File: src/json_top_level_splitter_assert.svh
// Assertion macros shared by the splitter RTL.
`ifndef JSON_TOP_LEVEL_SPLITTER_ASSERT_SVH
`define JSON_TOP_LEVEL_SPLITTER_ASSERT_SVH

// Same-cycle implication, disabled during reset.
`define JTLS_ASSERT_SAME(label, clk, rst, ante, cons) \
   label: assert property (@(posedge clk) disable iff (rst) (ante) |-> (cons)) \
      else $error("splitter assertion failed");

// Next-cycle implication, disabled during reset.
`define JTLS_ASSERT_NEXT(label, clk, rst, ante, cons) \
   label: assert property (@(posedge clk) disable iff (rst) (ante) |=> (cons)) \
      else $error("splitter assertion failed");

`endif

File: src/jtls_pkg.sv
// Package: types, constants and byte classifier for the JSON splitter.
package jtls_pkg;

   localparam int POS_BITS_DEFAULT   = 16;
   localparam int DEPTH_BITS_DEFAULT = 8;
   localparam int OUT_POS_BITS       = 16;
   localparam int POS_WIDE_BITS      = 32;
   localparam int QUEUE_DEPTH        = 2;

   localparam logic [7:0] CH_LBRACKET  = 8'h5B;
   localparam logic [7:0] CH_LBRACE    = 8'h7B;
   localparam logic [7:0] CH_RBRACKET  = 8'h5D;
   localparam logic [7:0] CH_RBRACE    = 8'h7D;
   localparam logic [7:0] CH_COMMA     = 8'h2C;
   localparam logic [7:0] CH_COLON     = 8'h3A;
   localparam logic [7:0] CH_QUOTE     = 8'h22;
   localparam logic [7:0] CH_BACKSLASH = 8'h5C;

   typedef enum logic [2:0] {
      CLS_PLAIN,
      CLS_OPEN,
      CLS_CLOSE,
      CLS_COMMA,
      CLS_COLON
   } tok_class_type;

   typedef enum logic [1:0] {
      KIND_STRING  = 2'd0,
      KIND_TABLE   = 2'd1,
      KIND_PAIR    = 2'd2,
      KIND_INVALID = 2'd3
   } kind_type;

   // Token handed from front to back (position travels beside it).
   typedef struct packed {
      tok_class_type cls;
      logic          last;
   } tok_ctrl_type;

   localparam int CTRL_BITS = $bits(tok_ctrl_type);

   // Structural class of a byte seen outside quotes and escapes.
   function automatic tok_class_type classify(input logic [7:0] c);
      tok_class_type r;
      r = CLS_PLAIN;
      if (c == CH_LBRACKET || c == CH_LBRACE) begin
         r = CLS_OPEN;
      end else if (c == CH_RBRACKET || c == CH_RBRACE) begin
         r = CLS_CLOSE;
      end else if (c == CH_COMMA) begin
         r = CLS_COMMA;
      end else if (c == CH_COLON) begin
         r = CLS_COLON;
      end
      return r;
   endfunction

endpackage

File: src/json_top_level_splitter.sv
// JSON top-level splitter: per-byte structural tokenizer with element output.
// Throughput: one request per cycle while results are taken; a front classifier feeds a
// two-entry token queue that a back tracker drains at one token per cycle unless a held result stalls it.
// Path: an accepted request is held in the token queue until the back end pops it;
// its result (if any) is registered at the pop and held until it is taken.
// Reset: synchronous, active high; clears position, quote, depth, kind and abort state.
module json_top_level_splitter #(
   parameter int POS_BITS   = jtls_pkg::POS_BITS_DEFAULT,
   parameter int DEPTH_BITS = jtls_pkg::DEPTH_BITS_DEFAULT
) (
   input  logic        clock,
   input  logic        reset,
   // request channel: one document byte per request
   input  logic        req_valid,
   output logic        req_ready,
   input  logic [7:0]  req_text_byte,
   input  logic        req_is_last,
   // result channel: one element per result
   output logic        rsp_valid,
   input  logic        rsp_ready,
   output logic [15:0] rsp_elem_start,
   output logic [15:0] rsp_elem_end,
   output logic [1:0]  rsp_elem_kind,
   output logic        rsp_closes_document
);

   // Queue word: token control on top, byte position below.
   localparam int QBits = jtls_pkg::CTRL_BITS + POS_BITS;

   logic                   q_full, q_valid, push, pop;
   jtls_pkg::tok_ctrl_type push_ctrl, pop_ctrl;
   logic [POS_BITS-1:0]    push_pos, pop_pos;
   logic [QBits-1:0]       push_word, pop_word;

   // Front: tracks quotes/escapes and position, classifies each byte.
   jtls_front #(
      .POS_BITS (POS_BITS)
   ) u_front (
      .clock     (clock),
      .reset     (reset),
      .in_valid  (req_valid),
      .in_byte   (req_text_byte),
      .in_last   (req_is_last),
      .q_full    (q_full),
      .in_ready  (req_ready),
      .push      (push),
      .push_ctrl (push_ctrl),
      .push_pos  (push_pos)
   );

   assign push_word = {push_ctrl, push_pos};

   // Decoupling queue lets the front keep taking bytes while results stall.
   jtls_queue #(
      .DATA_BITS (QBits)
   ) u_queue (
      .clock     (clock),
      .reset     (reset),
      .push      (push),
      .push_data (push_word),
      .pop       (pop),
      .full      (q_full),
      .q_valid   (q_valid),
      .q_data    (pop_word)
   );

   assign pop_ctrl = jtls_pkg::tok_ctrl_type'(pop_word[QBits-1 -: jtls_pkg::CTRL_BITS]);
   assign pop_pos  = pop_word[POS_BITS-1:0];

   // Back: depth, kind and top-level split; owns the result register.
   jtls_back #(
      .POS_BITS   (POS_BITS),
      .DEPTH_BITS (DEPTH_BITS)
   ) u_back (
      .clock     (clock),
      .reset     (reset),
      .tok_valid (q_valid),
      .tok_ctrl  (pop_ctrl),
      .tok_pos   (pop_pos),
      .pop       (pop),
      .out_valid (rsp_valid),
      .out_ready (rsp_ready),
      .out_start (rsp_elem_start),
      .out_end   (rsp_elem_end),
      .out_kind  (rsp_elem_kind),
      .out_close (rsp_closes_document)
   );

endmodule

File: src/jtls_front.sv
// Front end: quote/escape tracking, byte position, structural classification.
module jtls_front #(
   parameter int POS_BITS = jtls_pkg::POS_BITS_DEFAULT
) (
   input  logic                 clock,
   input  logic                 reset,
   input  logic                 in_valid,
   input  logic [7:0]           in_byte,
   input  logic                 in_last,
   input  logic                 q_full,
   output logic                 in_ready,
   output logic                 push,
   output jtls_pkg::tok_ctrl_type push_ctrl,
   output logic [POS_BITS-1:0]  push_pos
);

   logic                quote_ff, quote_in;
   logic                esc_ff, esc_in;
   logic [POS_BITS-1:0] pos_ff, pos_in;
   jtls_pkg::tok_class_type cls;

   assign in_ready = !q_full;
   assign push     = in_valid && in_ready;

   always_comb begin
      quote_in = quote_ff;
      esc_in   = esc_ff;
      pos_in   = pos_ff;
      cls      = jtls_pkg::CLS_PLAIN;
      if (push) begin
         if (esc_ff) begin
            esc_in = 1'b0;
         end else if (quote_ff) begin
            if (in_byte == jtls_pkg::CH_BACKSLASH) begin
               esc_in = !in_last;
            end else if (in_byte == jtls_pkg::CH_QUOTE) begin
               quote_in = 1'b0;
            end
         end else if (in_byte == jtls_pkg::CH_BACKSLASH) begin
            esc_in = !in_last;
         end else if (in_byte == jtls_pkg::CH_QUOTE) begin
            quote_in = 1'b1;
         end else begin
            cls = jtls_pkg::classify(in_byte);
         end
         pos_in = pos_ff + POS_BITS'(1);
         if (in_last) begin
            quote_in = 1'b0;
            esc_in   = 1'b0;
            pos_in   = '0;
         end
      end
   end

   assign push_ctrl.cls  = cls;
   assign push_ctrl.last = in_last;
   assign push_pos       = pos_ff;

   always_ff @(posedge clock) begin
      if (reset) begin
         quote_ff <= 1'b0;
         esc_ff   <= 1'b0;
         pos_ff   <= '0;
      end else begin
         quote_ff <= quote_in;
         esc_ff   <= esc_in;
         pos_ff   <= pos_in;
      end
   end

endmodule

File: src/jtls_queue.sv
// Short token queue between front and back.
`include "json_top_level_splitter_assert.svh"
module jtls_queue #(
   parameter int DATA_BITS = 8
) (
   input  logic                 clock,
   input  logic                 reset,
   input  logic                 push,
   input  logic [DATA_BITS-1:0] push_data,
   input  logic                 pop,
   output logic                 full,
   output logic                 q_valid,
   output logic [DATA_BITS-1:0] q_data
);

   localparam int Depth    = jtls_pkg::QUEUE_DEPTH;
   localparam int PtrBits  = (Depth > 1) ? $clog2(Depth) : 1;
   localparam int CntBits  = $clog2(Depth + 1);

   logic [DATA_BITS-1:0] slot_ff [Depth];
   logic [PtrBits-1:0]   wr_ptr_ff, wr_ptr_in;
   logic [PtrBits-1:0]   rd_ptr_ff, rd_ptr_in;
   logic [CntBits-1:0]   count_ff, count_in;

   assign full    = (count_ff == CntBits'(Depth));
   assign q_valid = (count_ff != '0);
   assign q_data  = slot_ff[rd_ptr_ff];

   function automatic logic [PtrBits-1:0] ptr_next(input logic [PtrBits-1:0] p);
      logic [PtrBits-1:0] r;
      r = (p == PtrBits'(Depth - 1)) ? '0 : p + PtrBits'(1);
      return r;
   endfunction

   always_comb begin
      wr_ptr_in = push ? ptr_next(wr_ptr_ff) : wr_ptr_ff;
      rd_ptr_in = pop ? ptr_next(rd_ptr_ff) : rd_ptr_ff;
      count_in  = count_ff;
      if (push && !pop) begin
         count_in = count_ff + CntBits'(1);
      end else if (pop && !push) begin
         count_in = count_ff - CntBits'(1);
      end
   end

   always_ff @(posedge clock) begin
      if (reset) begin
         wr_ptr_ff <= '0;
         rd_ptr_ff <= '0;
         count_ff  <= '0;
      end else begin
         wr_ptr_ff <= wr_ptr_in;
         rd_ptr_ff <= rd_ptr_in;
         count_ff  <= count_in;
      end
   end

   always_ff @(posedge clock) begin
      if (push) begin
         slot_ff[wr_ptr_ff] <= push_data;
      end
   end

   `JTLS_ASSERT_SAME(a_q_no_overflow, clock, reset, push, !full)
   `JTLS_ASSERT_SAME(a_q_no_underflow, clock, reset, pop, q_valid)
   `JTLS_ASSERT_SAME(a_q_count_range, clock, reset, 1'b1, count_ff <= CntBits'(Depth))

endmodule

File: src/jtls_back.sv
// Back end: nesting depth, element kind, splitting and result register.
`include "json_top_level_splitter_assert.svh"
module jtls_back #(
   parameter int POS_BITS   = jtls_pkg::POS_BITS_DEFAULT,
   parameter int DEPTH_BITS = jtls_pkg::DEPTH_BITS_DEFAULT
) (
   input  logic                  clock,
   input  logic                  reset,
   input  logic                  tok_valid,
   input  jtls_pkg::tok_ctrl_type tok_ctrl,
   input  logic [POS_BITS-1:0]   tok_pos,
   output logic                  pop,
   output logic                  out_valid,
   input  logic                  out_ready,
   output logic [jtls_pkg::OUT_POS_BITS-1:0] out_start,
   output logic [jtls_pkg::OUT_POS_BITS-1:0] out_end,
   output logic [1:0]            out_kind,
   output logic                  out_close
);

   localparam logic [DEPTH_BITS-1:0] DepthMax = {DEPTH_BITS{1'b1}};

   logic [DEPTH_BITS-1:0] depth_ff, depth_in;
   logic [POS_BITS-1:0]   begin_ff, begin_in;
   jtls_pkg::kind_type    kind_ff, kind_in;
   logic                  aborted_ff, aborted_in;

   logic                  emit, split;
   logic [POS_BITS-1:0]   e_start, e_end;
   jtls_pkg::kind_type    e_kind;
   logic                  e_close;
   logic [jtls_pkg::POS_WIDE_BITS-1:0] start_wide, end_wide;

   logic                  valid_ff, valid_in;
   logic [jtls_pkg::OUT_POS_BITS-1:0] start_ff, end_ff;
   logic [1:0]            kind_out_ff;
   logic                  close_ff;

   // A token pops when the result slot is empty or the held result is taken in the same cycle.
   assign pop = tok_valid && (!valid_ff || out_ready);

   always_comb begin
      depth_in   = depth_ff;
      begin_in   = begin_ff;
      kind_in    = kind_ff;
      aborted_in = aborted_ff;
      emit       = 1'b0;
      split      = 1'b0;
      e_start    = '0;
      e_end      = '0;
      e_kind     = jtls_pkg::KIND_STRING;
      e_close    = 1'b0;
      if (pop && !aborted_ff) begin
         unique case (tok_ctrl.cls)
            jtls_pkg::CLS_OPEN: begin
               if (kind_ff == jtls_pkg::KIND_STRING) kind_in = jtls_pkg::KIND_TABLE;
               if (depth_ff != DepthMax) depth_in = depth_ff + DEPTH_BITS'(1);
            end
            jtls_pkg::CLS_COLON: begin
               if (kind_ff == jtls_pkg::KIND_STRING) kind_in = jtls_pkg::KIND_PAIR;
            end
            jtls_pkg::CLS_CLOSE: begin
               if (depth_ff != '0) begin
                  depth_in = depth_ff - DEPTH_BITS'(1);
               end else begin
                  emit       = 1'b1;
                  e_kind     = jtls_pkg::KIND_INVALID;
                  e_close    = tok_ctrl.last;
                  aborted_in = 1'b1;
               end
            end
            jtls_pkg::CLS_COMMA: begin
               if (depth_ff == '0) begin
                  emit     = 1'b1;
                  split    = 1'b1;
                  e_start  = begin_ff;
                  e_end    = tok_pos;
                  e_kind   = kind_ff;
                  e_close  = tok_ctrl.last;
                  begin_in = tok_pos + POS_BITS'(1);
                  kind_in  = jtls_pkg::KIND_STRING;
               end
            end
            default: begin
            end
         endcase
         if (tok_ctrl.last && !aborted_in && !split) begin
            emit    = 1'b1;
            e_start = begin_ff;
            e_end   = tok_pos + POS_BITS'(1);
            e_kind  = kind_in;
            e_close = 1'b1;
         end
      end
      if (pop && tok_ctrl.last) begin
         depth_in   = '0;
         begin_in   = '0;
         kind_in    = jtls_pkg::KIND_STRING;
         aborted_in = 1'b0;
      end
   end

   assign start_wide = jtls_pkg::POS_WIDE_BITS'(e_start);
   assign end_wide   = jtls_pkg::POS_WIDE_BITS'(e_end);
   assign valid_in   = pop ? emit : (valid_ff && !out_ready);

   always_ff @(posedge clock) begin
      if (reset) begin
         depth_ff   <= '0;
         begin_ff   <= '0;
         kind_ff    <= jtls_pkg::KIND_STRING;
         aborted_ff <= 1'b0;
         valid_ff   <= 1'b0;
      end else begin
         depth_ff   <= depth_in;
         begin_ff   <= begin_in;
         kind_ff    <= kind_in;
         aborted_ff <= aborted_in;
         valid_ff   <= valid_in;
      end
   end

   always_ff @(posedge clock) begin
      if (pop) begin
         start_ff    <= start_wide[jtls_pkg::OUT_POS_BITS-1:0];
         end_ff      <= end_wide[jtls_pkg::OUT_POS_BITS-1:0];
         kind_out_ff <= e_kind;
         close_ff    <= e_close;
      end
   end

   assign out_valid = valid_ff;
   assign out_start = start_ff;
   assign out_end   = end_ff;
   assign out_kind  = kind_out_ff;
   assign out_close = close_ff;

   `JTLS_ASSERT_NEXT(a_emit_lands, clock, reset, pop && emit, valid_ff)
   `JTLS_ASSERT_SAME(a_no_emit_aborted, clock, reset, aborted_ff, !emit)
   `JTLS_ASSERT_NEXT(a_doc_end_clears, clock, reset, pop && tok_ctrl.last,
                     !aborted_ff && depth_ff == '0 && kind_ff == jtls_pkg::KIND_STRING)
   `JTLS_ASSERT_NEXT(a_depth_saturates, clock, reset,
                     pop && !aborted_ff && !tok_ctrl.last && depth_ff == DepthMax &&
                     tok_ctrl.cls == jtls_pkg::CLS_OPEN, depth_ff == DepthMax)

endmodule
File: config.mk
export PLATFORM = sky130hd
export DESIGN_NAME = json_top_level_splitter
export DESIGN_NICKNAME = d
export VERILOG_FILES = /design/src/jtls_pkg.sv /design/src/json_top_level_splitter.sv /design/src/jtls_front.sv /design/src/jtls_queue.sv /design/src/jtls_back.sv
export VERILOG_INCLUDE_DIRS = /design/src /design/src/src
export SDC_FILE = /design/constraint.sdc
export NUM_CORES = 1
export LEC_CHECK = 0
export BUFFER_PORTS_ARGS = -buffer_cell sky130_fd_sc_hd__clkbuf_2
export CAP_MARGIN = 10
export CORE_MARGIN = 2
export CORE_UTILIZATION = 41
export DETAILED_ROUTE_END_ITERATION = 10
export GPL_TIMING_DRIVEN = 0
export SLEW_MARGIN = 5
export SYNTH_ARGS = -nofsm -noshare
export SYNTH_HDL_FRONTEND = slang
export SYNTH_HIERARCHICAL = 1
export SYNTH_SLANG_ARGS = --single-unit
File: constraint.sdc
create_clock -name clock -period 6.3 [get_ports clock]
set_input_delay 0 -clock clock [delete_from_list [all_inputs] [get_ports clock]]
set_output_delay 0 -clock clock [all_outputs]
set_load 0.01 [all_outputs]
# Word level (Yosys, flattened, before mapping)
# Memory sizes are Yosys's and may differ from the RTL's. A register that Yosys moved wholly into a read port is not among the register bits.
# Cells that the tools add are included.
totals:
  reg_bits: 85
  n_memories: 1
  ram_bits: 40
  out_inout_bits: 37
mem_list:
  columns: ["memory", "words", "word_bits", "rd", "rd_ports_with_merged_regs", "write_ports", "line", "rtl"]
  rows:
  - ["u_queue.slot_ff", 2, 20, 1, 1, 1, "jtls_queue.sv:20", "logic [DATA_BITS-1:0] slot_ff [Depth];"]
classes:
  eq_ne: 17
  n_mux: 60
  reduce_logical: 31
  n_addsub: 8
op_table:
  columns: ["operator", "n"]
  rows:
  - ["$mux W16", 7]
  - ["$eq A8 B7 Y1 const B", 5]
  - ["$add A16 B1 Y16 const B", 2]
  - ["$mux W1", 29]
  - ["$mux W3", 9]
  - ["$eq A8 B6 Y1 const B", 3]
  - ["$mux W2", 8]
  - ["$mux W8", 2]
  - ["$pmux W8 S2", 1]
  - ["$logic_and A1 B1 Y1", 9]
  - ["$logic_not A1 Y1", 9]
  - ["$add A8 B1 Y8 const B", 1]
  - ["$logic_not A8 Y1", 1]
  - ["$ne A8 B8 Y1 const B", 1]
  - ["$reduce_bool A8 Y1", 1]
  - ["$sub A8 B1 Y8 const B", 1]
  - ["$eq A3 B2 Y1 const B", 2]
  - ["$pmux W2 S3", 1]
  - ["$reduce_bool A2 Y1", 3]
  - ["$ne A2 B1 Y1 const B", 2]
  - ["$pmux W1 S2", 2]
  - ["$pmux W2 S2", 1]
  - ["$reduce_and A4 Y1", 1]
  - ["$eq A3 B1 Y1 const B", 1]
  - ["11 further kinds", 14]

# Logic depth before layout (Yosys ltp)
# Gate-level depths: netlist of the first run.
logic_depth:
  depth_word: 11
  ltp_mapped: 10
  depth_no_buf: 8

# By module
# The synthesis of the first run kept the hierarchy.
by_module_without_submodules:
  columns: ["mod", "seq_area_each_um2", "cells_each", "area_each_um2", "instances"]
  rows:
  - ["jtls_back", 1611.5, 303, 3057.9, 1]
  - ["jtls_queue", 1301.2, 84, 1646.6, 1]
  - ["jtls_front", 360.3, 113, 924.6, 1]

# Worst setup path after synthesis of the first run
# Ideal clock, no wire load.
synth_path:
  path_kind: "reg-to-reg"
  start: "register (tool-made name)"
  end: "register u_back.depth_ff[6]"
  slack_ns: 3.434
  arrival_time_ns: 2.796
  setup_ns: 0.071
  period_less_slack_ns: 2.866
  required_time_ns: 6.229
  path_stages_with_launch: 11
  path_buffers: 2
  cell_sequence: "dfxtp_1 buf_2 mux2_2 or3b_4 clkbuf_1 xnor2_1 ha_1 nor4_1 a2bb2oi_1 or3_1 a21oi_1"
synth_rtl:
  columns: ["item", "line", "rtl"]
  rows:
  - ["to (signal assigned)", "jtls_back.sv:115", "depth_ff <= depth_in;"]
  - ["to (decl)", "jtls_back.sv:23", "logic [DEPTH_BITS-1:0] depth_ff, depth_in;"]

==> impl_metrics.csv, run 1 <==
group,metric,value,unit
clock_network,cts.sinks,126,
grt,grt_pass1_vias,3660,
timing,layout_min_cycle_time,3.28,ns
drt,wire_per_inst,14.1,um
timing,slew_headroom,37.2,%
synth,synth_top_area_cell,"edfxtp_1",
drt,ant_nets,0,
placement,dp_hpwl,7.59,mm
timing,whs,0.0172,ns
timing,post-route-period-util,52.0,%
drt,route.detailed.drc,0,
drt,drt_pass1_iterations,4,
die,initial_core_util,42.2,%
critical_path,path_cells,"buf_2 -> mux2_2 -> or3b_4 -> clkbuf_1 -> xnor2_1 -> ha_1 -> nor4_1 -> a2bb2oi_1 -> or3_1 -> a21oi_1",
power_and_ir_drop,power_leakage,0.00239,uW
grt,grt_overflow_total,0,
grt,grt_max_degree,41,
drt,top_layer,"met4",
cells_and_area,antennaDiodeCount,0,
min_path,hold_depth,4,
drt,wirelength,10.7,mm
grt,grt_antenna_before_repair,0,
power_and_ir_drop,peakVddDrop,0.000215,V
critical_path,crit_fanout,10,
clock_network,cts_buffer_depth,2,
die,ios,50,
min_path,whs_endpoint,"u_front/esc_ff$_SDFFE_PP0P_",
die,design.core.area,13300,um^2
clock_network,clk_pin_slew,0.05,ns
clock_network,postCtsSetupRepairBufs,0,
drt,wl_met1,5.22,mm
power_and_ir_drop,p_per_area,451,nW/um^2
min_path,holdCritStartpoint,"req_text_byte[5]",
synth,syn_area,5630,um^2
placement,io_buffers,49,
timing,finalHoldViolCount,0,
synth,synthTopCellsByArea,"edfxtp_1 40%, dfxtp_1 18%, mux2_2 4.2%",
synth,synth_compound_area_share,10.7,%
die,chipWidth,121,um
critical_path,max_stage_delay,0.45,ns
min_path,min_path_type,"input pin to register",
synth,synth_edf_count,75,
synth,syn_nets,517,
drt,viasPerCell,5.18,
synth,ys_seq_elements,126,
critical_path,reg2regPathDepth,10,
synth,synthCells,500,
clock_network,cts_buffers,17,
critical_path,r2r-end,"u_back/depth_ff[6]$_SDFFE_PP0P_",
cells_and_area,finalNetCount,590,
synth,syn-mean-instance-area,11.3,um^2
drt,met3_length,426,um
clock_network,htreeDepth,4,
timing,finalMaxSlewViolations,0,
critical_path,worst_ep_arrival_time,3.61,ns
critical_path,end_kind,"register",
clock_network,clk_latency,0.42,ns
clock_network,root_buffer,"clkbuf_16",
cells_and_area,final_layout_size_suffix_gt1_share,21.8,%
flow_run,cap_violations,0,
critical_path,slowest_stage,"mux2_2",
die,rows,42,
synth,ys_seq_area_share,58.1,%
synth,synth_top_area_share,40.0,%
drt,drt-initial-drc-count,296,
critical_path,startpoint_type,"register",
critical_path,crit_type,"register to register",
critical_path,r2r_setup_slack,3.02,ns
run_status,outcome,"completed",
synth,synth_cell_types,59,
critical_path,required,6.64,ns
synth,synthSimpleGateAreaFrac,18.5,%
cells_and_area,area_delta_synth_final,19.3,%
timing,setup_tns,0,ns
grt,groute.usage.overall,15.9,%
timing,fmax,305,MHz
die,dieArea,14700,um^2
timing,worst_pin_slew,0.942,ns
timing,fin_skew,0.00604,ns
die,dieHeight,121,um
grt,grt_pass1_wl,17.9,mm
clock_network,cts_tree,"done",
synth,yosysWarningCount,6,
synth,synth_top_family_by_area,"simple AND/OR/NAND/NOR gates",
placement,globalplace.congestion,0.854,
synth,synthArstFlopShare,0,%
timing,rsz0062_at_grt,"false",
synth,synth.area.mux_share,4.73,%
synth,synth_xor_xnor_area_share,4.51,%
drt,num_vias,3948,
drt,dr_wl_met2,4.82,mm
timing,setup-violations-final,0,
synth,synth_ff_type,"edfxtp_1",
synth,synthAdderAreaFrac,0.889,%
clock_network,post_cts_resized,0,
## worst max path at each step
| stage | startpoint | to | slack, ns | cells past startpoint |
|---|---|---|---|---|
| floorplan | register | u_back/depth_ff[6]$_SDFFE_PP0P_ | 3.43 | 10 |
| global placement | register | u_back/depth_ff[6]$_SDFFE_PP0P_ | 3.09 | 10 |
| detailed placement | register | u_back/depth_ff[6]$_SDFFE_PP0P_ | 3.07 | 10 |
| CTS | register | u_back/depth_ff[6]$_SDFFE_PP0P_ | 3.04 | 10 |
| global route | register | u_back/depth_ff[6]$_SDFFE_PP0P_ | 2.83 | 10 |
| finish | register | u_back/depth_ff[6]$_SDFFE_PP0P_ | 3.02 | 10 |
## critical path: cells and delay by family (launching register included)
kind | cells | cell delay [ns]
compound gates | 2 | 0.28
xor+xnor | 1 | 0.18
fa+ha+maj | 1 | 0.26
buf+inv | 2 | 0.48
flops | 1 | 0.31
mux | 1 | 0.45
simple gates | 3 | 1.22
## flip-flops by register name, indices dropped and copies added, names as in the netlist, 2 cells and up, named ones only
signal,cells
u_back/out_end,16
u_back/kind_ff,2
u_back/out_kind,2
u_queue/slot_ff,40
u_queue/count_ff,2
u_back/out_start,16
u_back/begin_ff,16
u_back/depth_ff,8
u_front/push_pos,16
## logic make-up after synthesis
logic type	Yosys count
simple gates	190
fa+ha+maj	4
mux	24
compound gates	97
buf+inv	30
xor+xnor	29
flops	126
## Yosys cell counts, types with 3 or more instances
cell type,instances
edfxtp_1,75
dfxtp_1,51
nor2_1,41
a21oi_1,32
nand2_1,29
o21ai_0,29
mux2_2,21
xnor2_1,21
and2_1,19
nand3_1,18
or3_1,16
a211oi_1,12
nor3_1,12
inv_1,10
nand4_1,9
nor4_1,8
xor2_1,8
buf_2,7
clkbuf_1,7
nand2b_1,7
a31oi_1,6
and3_1,6
a311oi_1,4
ha_1,4
buf_4,3
mux2i_1,3
nand3b_1,3
nor2b_1,3
nor3b_1,3
or4_1,3
## layout by cell type, fill, tap and decap left out, types with 5 or more instances in the layout
cell,synthesis,final
clkbuf_16,0,17
edfxtp_1,75,75
and3_1,6,6
and2_1,19,19
xnor2_1,21,21
a211oi_1,12,12
buf_2,7,7
mux2_2,21,21
nand3_1,18,18
nand2_1,29,29
xor2_1,8,8
nor4_1,8,8
nand2b_1,7,7
inv_1,10,9
o21ai_0,29,29
nand4_1,9,9
clkbuf_2,1,50
clkinv_2,0,5
or3_1,16,16
nor3_1,12,12
dfxtp_1,51,51
clkbuf_1,7,9
nor2_1,41,41
a31oi_1,6,6
a21oi_1,32,32
## what timing repair did
item	4_1_cts	5_1_grt
hold endpoints to repair	11	0
hold buffers	4	0
endpoints found under the setup margin	0	0
## cell type report
class | count | area [um^2]
Buffer | 19 | 100
Clock buffer | 22 | 474
Clock inverter | 10 | 87.6
Fill cell | 1234 | 6630
Inverter | 11 | 41.3
Multi-Input combinational cell | 344 | 2220
Sequential cell | 126 | 3270
Tap cell | 176 | 220
Timing Repair Buffer | 54 | 300
## power by group
| part | internal [uW] | switching [uW] | total (uW) |
|---|---|---|---|
| registers | 1110 | 60.7 | 1170 |
| logic | 343 | 607 | 950 |
| clock network | 570 | 336 | 907 |
| total | 2020 | 1000 | 3030 |
## through the flow
stage	setup slack [ns]	power (uW)	cell area, um^2	utilization (%)	cells
final	3.02	3030	6710	50.3	762
after detailed placement	3.07	2140	6110	45.8	726
after global placement	3.09	2120	6090	45.7	725
after global routing	2.83	3210	6710	50.3	762
after floorplan	3.43	1850	5630	-	500
after CTS	3.04	3050	6710	50.3	762
## per-layer routing
layer | global-route usage (%) | vias up
met4 | 7.61 | 0
met3 | 4.61 | 21
met5 | 0 | -
met2 | 24.5 | 78
li1 | - | 2014
met1 | 20.7 | 1835
(Power assumes the default switching activity.)
==> run 2, diff against run 1 <==
- ABC_AREA: not set -> 1
- clock period: 6.3 -> 3.2 ns (I/O delays scaled with it)
==> run 2 against run 1 <==
Compared with the run above:
- design area grew 8.6%
- count of clock-buffer cells in the layout shrank 1
- final cell count grew 25%
- sequential share of layout area shrank 3.9 points
- setup slack lost 2.4 ns
- register-to-register slack lost 2.4 ns
- critical path depth shrank 1
- non-clock buffer count shrank 3
- largest cell class unchanged
==> impl_metrics.csv, run 2 <==
group,metric,value,unit
cells_and_area,largest_register_ffs,40,
clock_network,clk_pin_slew,0.05,ns
critical_path,slowest_stage,"clkbuf_1",
run_status,outcome,"completed",
synth,ys_seq_elements,126,
synth,yosysWarningCount,6,
die,chipWidth,127,um
synth,synth_ff_type,"edfxtp_1",
timing,layout_min_cycle_time,2.55,ns
cells_and_area,antennaDiodeCount,0,
timing,finalMaxSlewViolations,0,
cells_and_area,fillers,1303,
cells_and_area,largest_register,"u_queue/slot_ff",
synth,synth_common_cells,"149 x nand2_1, 83 x inv_1, 83 x nor2_1",
timing,fin_skew,0.00830,ns
clock_network,htreeDepth,4,
synth,syn-mean-instance-area,9.09,um^2
critical_path,crit_fanout,10,
synth,synth_compound_area_share,7.75,%
clock_network,cts_buffer_depth,2,
power_and_ir_drop,p_per_area,891,nW/um^2
synth,synthArstFlopShare,0,%
clock_network,root_buffer,"clkbuf_16",
synth,ys_seq_area_share,53.1,%
synth,synthTopCellsByArea,"edfxtp_1 37%, dfxtp_1 17%, nand2_1 9.1%",
critical_path,startpoint_type,"register",
cells_and_area,mostFrequentLayoutCells,"149 x nand2_1, 83 x inv_1, 82 x nor2_1",
drt,ant_nets,0,
clock_network,postCtsHoldBufs,5,
timing,setup-violations-final,0,
critical_path,end_kind,"register",
critical_path,max_stage_delay,0.39,ns
drt,wire_per_inst,13.0,um
die,dieHeight,127,um
synth,synth_cell_types,40,
clock_network,cts_tree,"done",
die,design.core.area,14600,um^2
critical_path,worst_ep_arrival_time,2.89,ns
synth,synth_xor_xnor_area_share,2.42,%
timing,fmax,393,MHz
timing,rsz0062_at_grt,"false",
grt,grt_overflow_total,0,
die,initial_core_util,42.3,%
grt,grt_max_degree,28,
grt,grt_pass1_vias,4417,
clock_network,post_cts_resized,0,
grt,grt_antenna_before_repair,0,
placement,dp_hpwl,9.16,mm
cells_and_area,multiInputGateArea,2450,um^2
grt,groute.usage.overall,16.0,%
clock_network,clk_latency,0.42,ns
placement,io_buffers,49,
synth,syn_area,6160,um^2
synth,synth_top_family_by_area,"simple AND/OR/NAND/NOR gates",
synth,synth_top_area_cell,"edfxtp_1",
critical_path,crit_type,"register to register",
drt,drt-initial-drc-count,276,
critical_path,path_cells,"buf_6 -> mux2_4 -> clkbuf_1 -> nand2_1 -> nand2_2 -> inv_1 -> clkbuf_1 -> o21ai_0 -> a21oi_1",
drt,num_vias,4594,
power_and_ir_drop,power_leakage,0.00307,uW
synth,synthCells,678,
timing,worst_pin_slew,0.810,ns
power_and_ir_drop,report.power.total,6500,uW
clock_network,postCtsSetupRepairBufs,0,
power_and_ir_drop,peakVddDrop,0.000461,V
min_path,min_path_type,"input pin to register",
cells_and_area,seqCellArea,3270,um^2
timing,setup_tns,0,ns
cells_and_area,area_delta_synth_final,18.3,%
critical_path,cpMostUsedCell,"clkbuf_1",
critical_path,required,3.55,ns
drt,wirelength,12.3,mm
drt,route.detailed.drc,0,
synth,synth_top_area_share,36.5,%
drt,drt_pass1_iterations,5,
synth,syn_nets,695,
synth,synth.area.mux_share,4.87,%
timing,post-route-period-util,79.6,%
die,dieArea,16000,um^2
drt,viasPerCell,4.84,
timing,finalHoldViolCount,0,
cells_and_area,finalNetCount,770,
grt,grt_pass1_wl,20.4,mm
cells_and_area,final_util,50.0,%
placement,globalplace.congestion,0.873,
cells_and_area,final_layout_size_suffix_gt1_share,19.2,%
synth,synthAdderAreaFrac,0.812,%
die,rows,44,
synth,synthSimpleGateAreaFrac,23.8,%
clock_network,cts.sinks,126,
flow_run,cap_violations,0,
die,ios,50,
cells_and_area,mostFrequentLayoutCell,"nand2_1",
clock_network,cts_buffers,17,
timing,slew_headroom,45.9,%
synth,yosysMostFrequentCell,"nand2_1",
synth,synth_edf_count,75,
-- run 2: path summary, 6_finish.rpt --
| check | from | to | slack, ns | cells past startpoint |
|---|---|---|---|---|
| worst max-delay path | register | u_back/begin_ff[6]$_SDFFE_PP0P_ | 0.65 | 9 |
| worst min-delay path | req_valid | u_front/push_pos[1]$_SDFFE_PP0P_ | 0.03 | 4 |
| worst max register to register | register | u_back/begin_ff[6]$_SDFFE_PP0P_ | 0.65 | 9 |
| worst min register to register | u_back/begin_ff[6]$_SDFFE_PP0P_ | u_back/begin_ff[6]$_SDFFE_PP0P_ | 0.46 | 2 |
-- run 2: cells by family after synthesis --
logic type,after synthesis
xor+xnor,17
fa+ha+maj,4
mux,20
buf+inv,105
compound gates,84
flops,126
simple gates,322
-- run 2: area by class of cell --
type / count / share of cell area, %
Sequential cell: 126 / 44.9
Multi-Input combinational cell: 447 / 33.5
Clock buffer: 21 / 6.04
Inverter: 91 / 4.75
Timing Repair Buffer: 56 / 4.63
Tap cell: 184 / 3.16
Clock inverter: 11 / 1.61
Buffer: 14 / 1.39
-- run 2: power breakdown --
part	leakage, uW	internal [uW]	total (uW)	switching [uW]
Clock	0.000273	1140	1810	670
Sequential	0.00116	2190	2340	144
Combinational	0.00164	845	2360	1510
Total	0.00307	4180	6500	2330
-- run 2: critical path: cells and delay by family, from the launching register on --
kind	cells	cell delay, ns
buffers and inverters	4	1.14
flip-flops	1	0.36
AND/OR/NAND/NOR	2	0.36
multiplexers	1	0.31
AO/OA/AOI/OAI	2	0.30
-- run 2: metrics by stage --
step                cell area, um^2  instances  hold WS, ns  setup slack, ns
floorplan                      6160        678       0.0691             1.02
global placement               6640        911        0.282            0.316
detailed placement             6690        913        0.290            0.723
CTS                            7290        950       0.0133            0.697
global route                   7290        950       0.0373            0.424
finish                         7290        950       0.0285            0.654
-- run 2: routing by layer --
layer,GRT usage (%),share of wire [%]
met1,19.7,46
met5,0,0
met4,7.50,2.7
met2,26.4,47
met3,4.05,3.9
==> run 3, diff against run 2 <==
- clock period: 3.2 -> 2.5 ns (I/O delays scaled with it)
==> run 3 against run 2 <==
Compared with the run above:
- non-clock buffer count increased by 4
- combinational power up 31%
- design area increased by 0.57%
- largest cell class unchanged
- global-route usage decreased by 0.090 points
==> impl_metrics.csv, run 3 (synthesis gave the netlist of run 2 again) <==
group,metric,value,unit
run_status,outcome,"completed",
cells_and_area,largest_register,"u_queue/slot_ff",
cells_and_area,final_layout_size_suffix_gt1_share,20.0,%
critical_path,path_cells,"buf_6 -> buf_4 -> buf_4 -> mux2_4 -> nand3_1 -> nor2_1 -> nand2_1 -> nor2_1 -> nand3_1 -> o21ai_0 -> nand2_1 -> nand2_1 -> nand2_1",
die,ios,50,
drt,route.detailed.drc,0,
timing,post-route-period-util,91.4,%
critical_path,startpoint_type,"register",
die,dieHeight,127,um
die,initial_core_util,42.3,%
timing,fin_skew,0.00833,ns
cells_and_area,finalNetCount,774,
drt,drt_pass1_iterations,5,
die,design.core.area,14600,um^2
timing,fmax,438,MHz
min_path,min_path_type,"input pin to register",
critical_path,end_kind,"register",
cells_and_area,stdcell_count,954,
timing,setup-violations-final,0,
drt,wire_per_inst,13.0,um
placement,io_buffers,49,
min_path,holdCritStartpoint,"req_valid",
critical_path,max_stage_delay,0.33,ns
clock_network,htreeDepth,4,
critical_path,crit_type,"register to register",
critical_path,crit_fanout,4,
grt,grt_max_degree,28,
cells_and_area,antennaDiodeCount,0,
timing,slew_headroom,45.7,%
placement,dp_hpwl,9.16,mm
critical_path,slowest_stage,"dfxtp_1",
clock_network,clk_pin_slew,0.05,ns
cells_and_area,mostFrequentLayoutCells,"149 x nand2_1, 82 x inv_1, 81 x nor2_1",
clock_network,cts_buffer_depth,2,
critical_path,worst_ep_arrival_time,2.45,ns
drt,drt-initial-drc-count,292,
die,chipWidth,127,um
critical_path,cpMostUsedCell,"nand2_1",
grt,grt_pass1_wl,20.4,mm
placement,place_inst,913,
timing,layout_min_cycle_time,2.28,ns
timing,finalMaxSlewViolations,0,
cells_and_area,mostFrequentLayoutCell,"nand2_1",
power_and_ir_drop,p_per_area,1140,nW/um^2
clock_network,root_buffer,"clkbuf_16",
drt,ant_nets,0,
timing,finalHoldViolCount,0,
power_and_ir_drop,power_leakage,0.00309,uW
timing,worst_pin_slew,0.814,ns
drt,viasPerCell,4.83,
flow_run,cap_violations,0,
power_and_ir_drop,peakVddDrop,0.000605,V
clock_network,cts_tree,"done",
grt,grt_overflow_total,0,
placement,globalplace.congestion,0.873,
cells_and_area,area_delta_synth_final,19.0,%
clock_network,cts_buffers,17,
timing,rsz0062_at_grt,"false",
die,rows,44,
die,dieArea,16000,um^2
clock_network,clk_latency,0.42,ns
grt,grt_antenna_before_repair,0,
cells_and_area,largest_register_ffs,40,
clock_network,cts.sinks,126,
power_and_ir_drop,report.power.total,8380,uW
critical_path,required,2.66,ns
drt,num_vias,4605,
grt,groute.usage.overall,15.9,%
drt,wirelength,12.4,mm
grt,grt_pass1_vias,4404,
## run 3: layout make-up
type / count / area (um^2)
Sequential cell: 126 / 3270
Multi-Input combinational cell: 447 / 2460
Clock buffer: 21 / 440
Inverter: 91 / 347
Clock inverter: 11 / 118
Tap cell: 184 / 230
Fill cell: 1305 / 7250
Timing Repair Buffer: 61 / 373
Buffer: 13 / 97.6
## run 3: per-layer routing
metal | global-route usage [%] | share of wire (%)
met5 | 0 | 0
met4 | 7.43 | 2.3
met3 | 4.05 | 3.6
met2 | 26.1 | 48
met1 | 19.7 | 46
## run 3: report_power, final
part / leakage, uW / switching [uW] / internal [uW] / total, uW
Combinational: 0.00166 / 1950 / 1120 / 3080
Sequential: 0.00116 / 185 / 2810 / 2990
Clock: 0.000273 / 856 / 1460 / 2310
## run 3: worst max-delay path, delay by kind of cell (launching register included)
| kind | cells | cell delay (ns) |
|---|---|---|
| buf+inv | 3 | 0.40 |
| compound gates | 1 | 0.26 |
| simple gates | 8 | 0.83 |
| flops | 1 | 0.33 |
| mux | 1 | 0.22 |
## run 3: final timing paths
path	endpoint	slack [ns]	cells past startpoint
worst min register to register	u_back/begin_ff[6]$_SDFFE_PP0P_	0.46	2
worst max-delay path	u_back/out_end[11]$_SDFFCE_PN0P_	0.22	13
worst min-delay path	u_front/push_pos[1]$_SDFFE_PP0P_	0.03	4
worst max register to register	u_back/out_end[11]$_SDFFCE_PN0P_	0.22	13
## run 3: through the flow
stage	hold WS (ns)	setup slack (ns)	utilization (%)	setup TNS [ns]	instance area [um^2]
global placement	0.282	-0.384	45.5	-5.72	6640
detailed placement	0.290	0.0228	45.8	0	6690
global route	0.0373	0.0175	50.3	0	7330
finish	0.0289	0.216	50.3	0	7330
CTS	0.0133	0.0188	50.0	0	7290
floorplan	0.0691	0.322	-	0	6160
## run 3: timing repair
action,in CTS,in global routing
resized for setup,0,3
hold endpoints to repair,7,0
pin swaps,0,1
hold buffers,5,0
buffers inserted,0,5
endpoints found under the setup margin,2,3
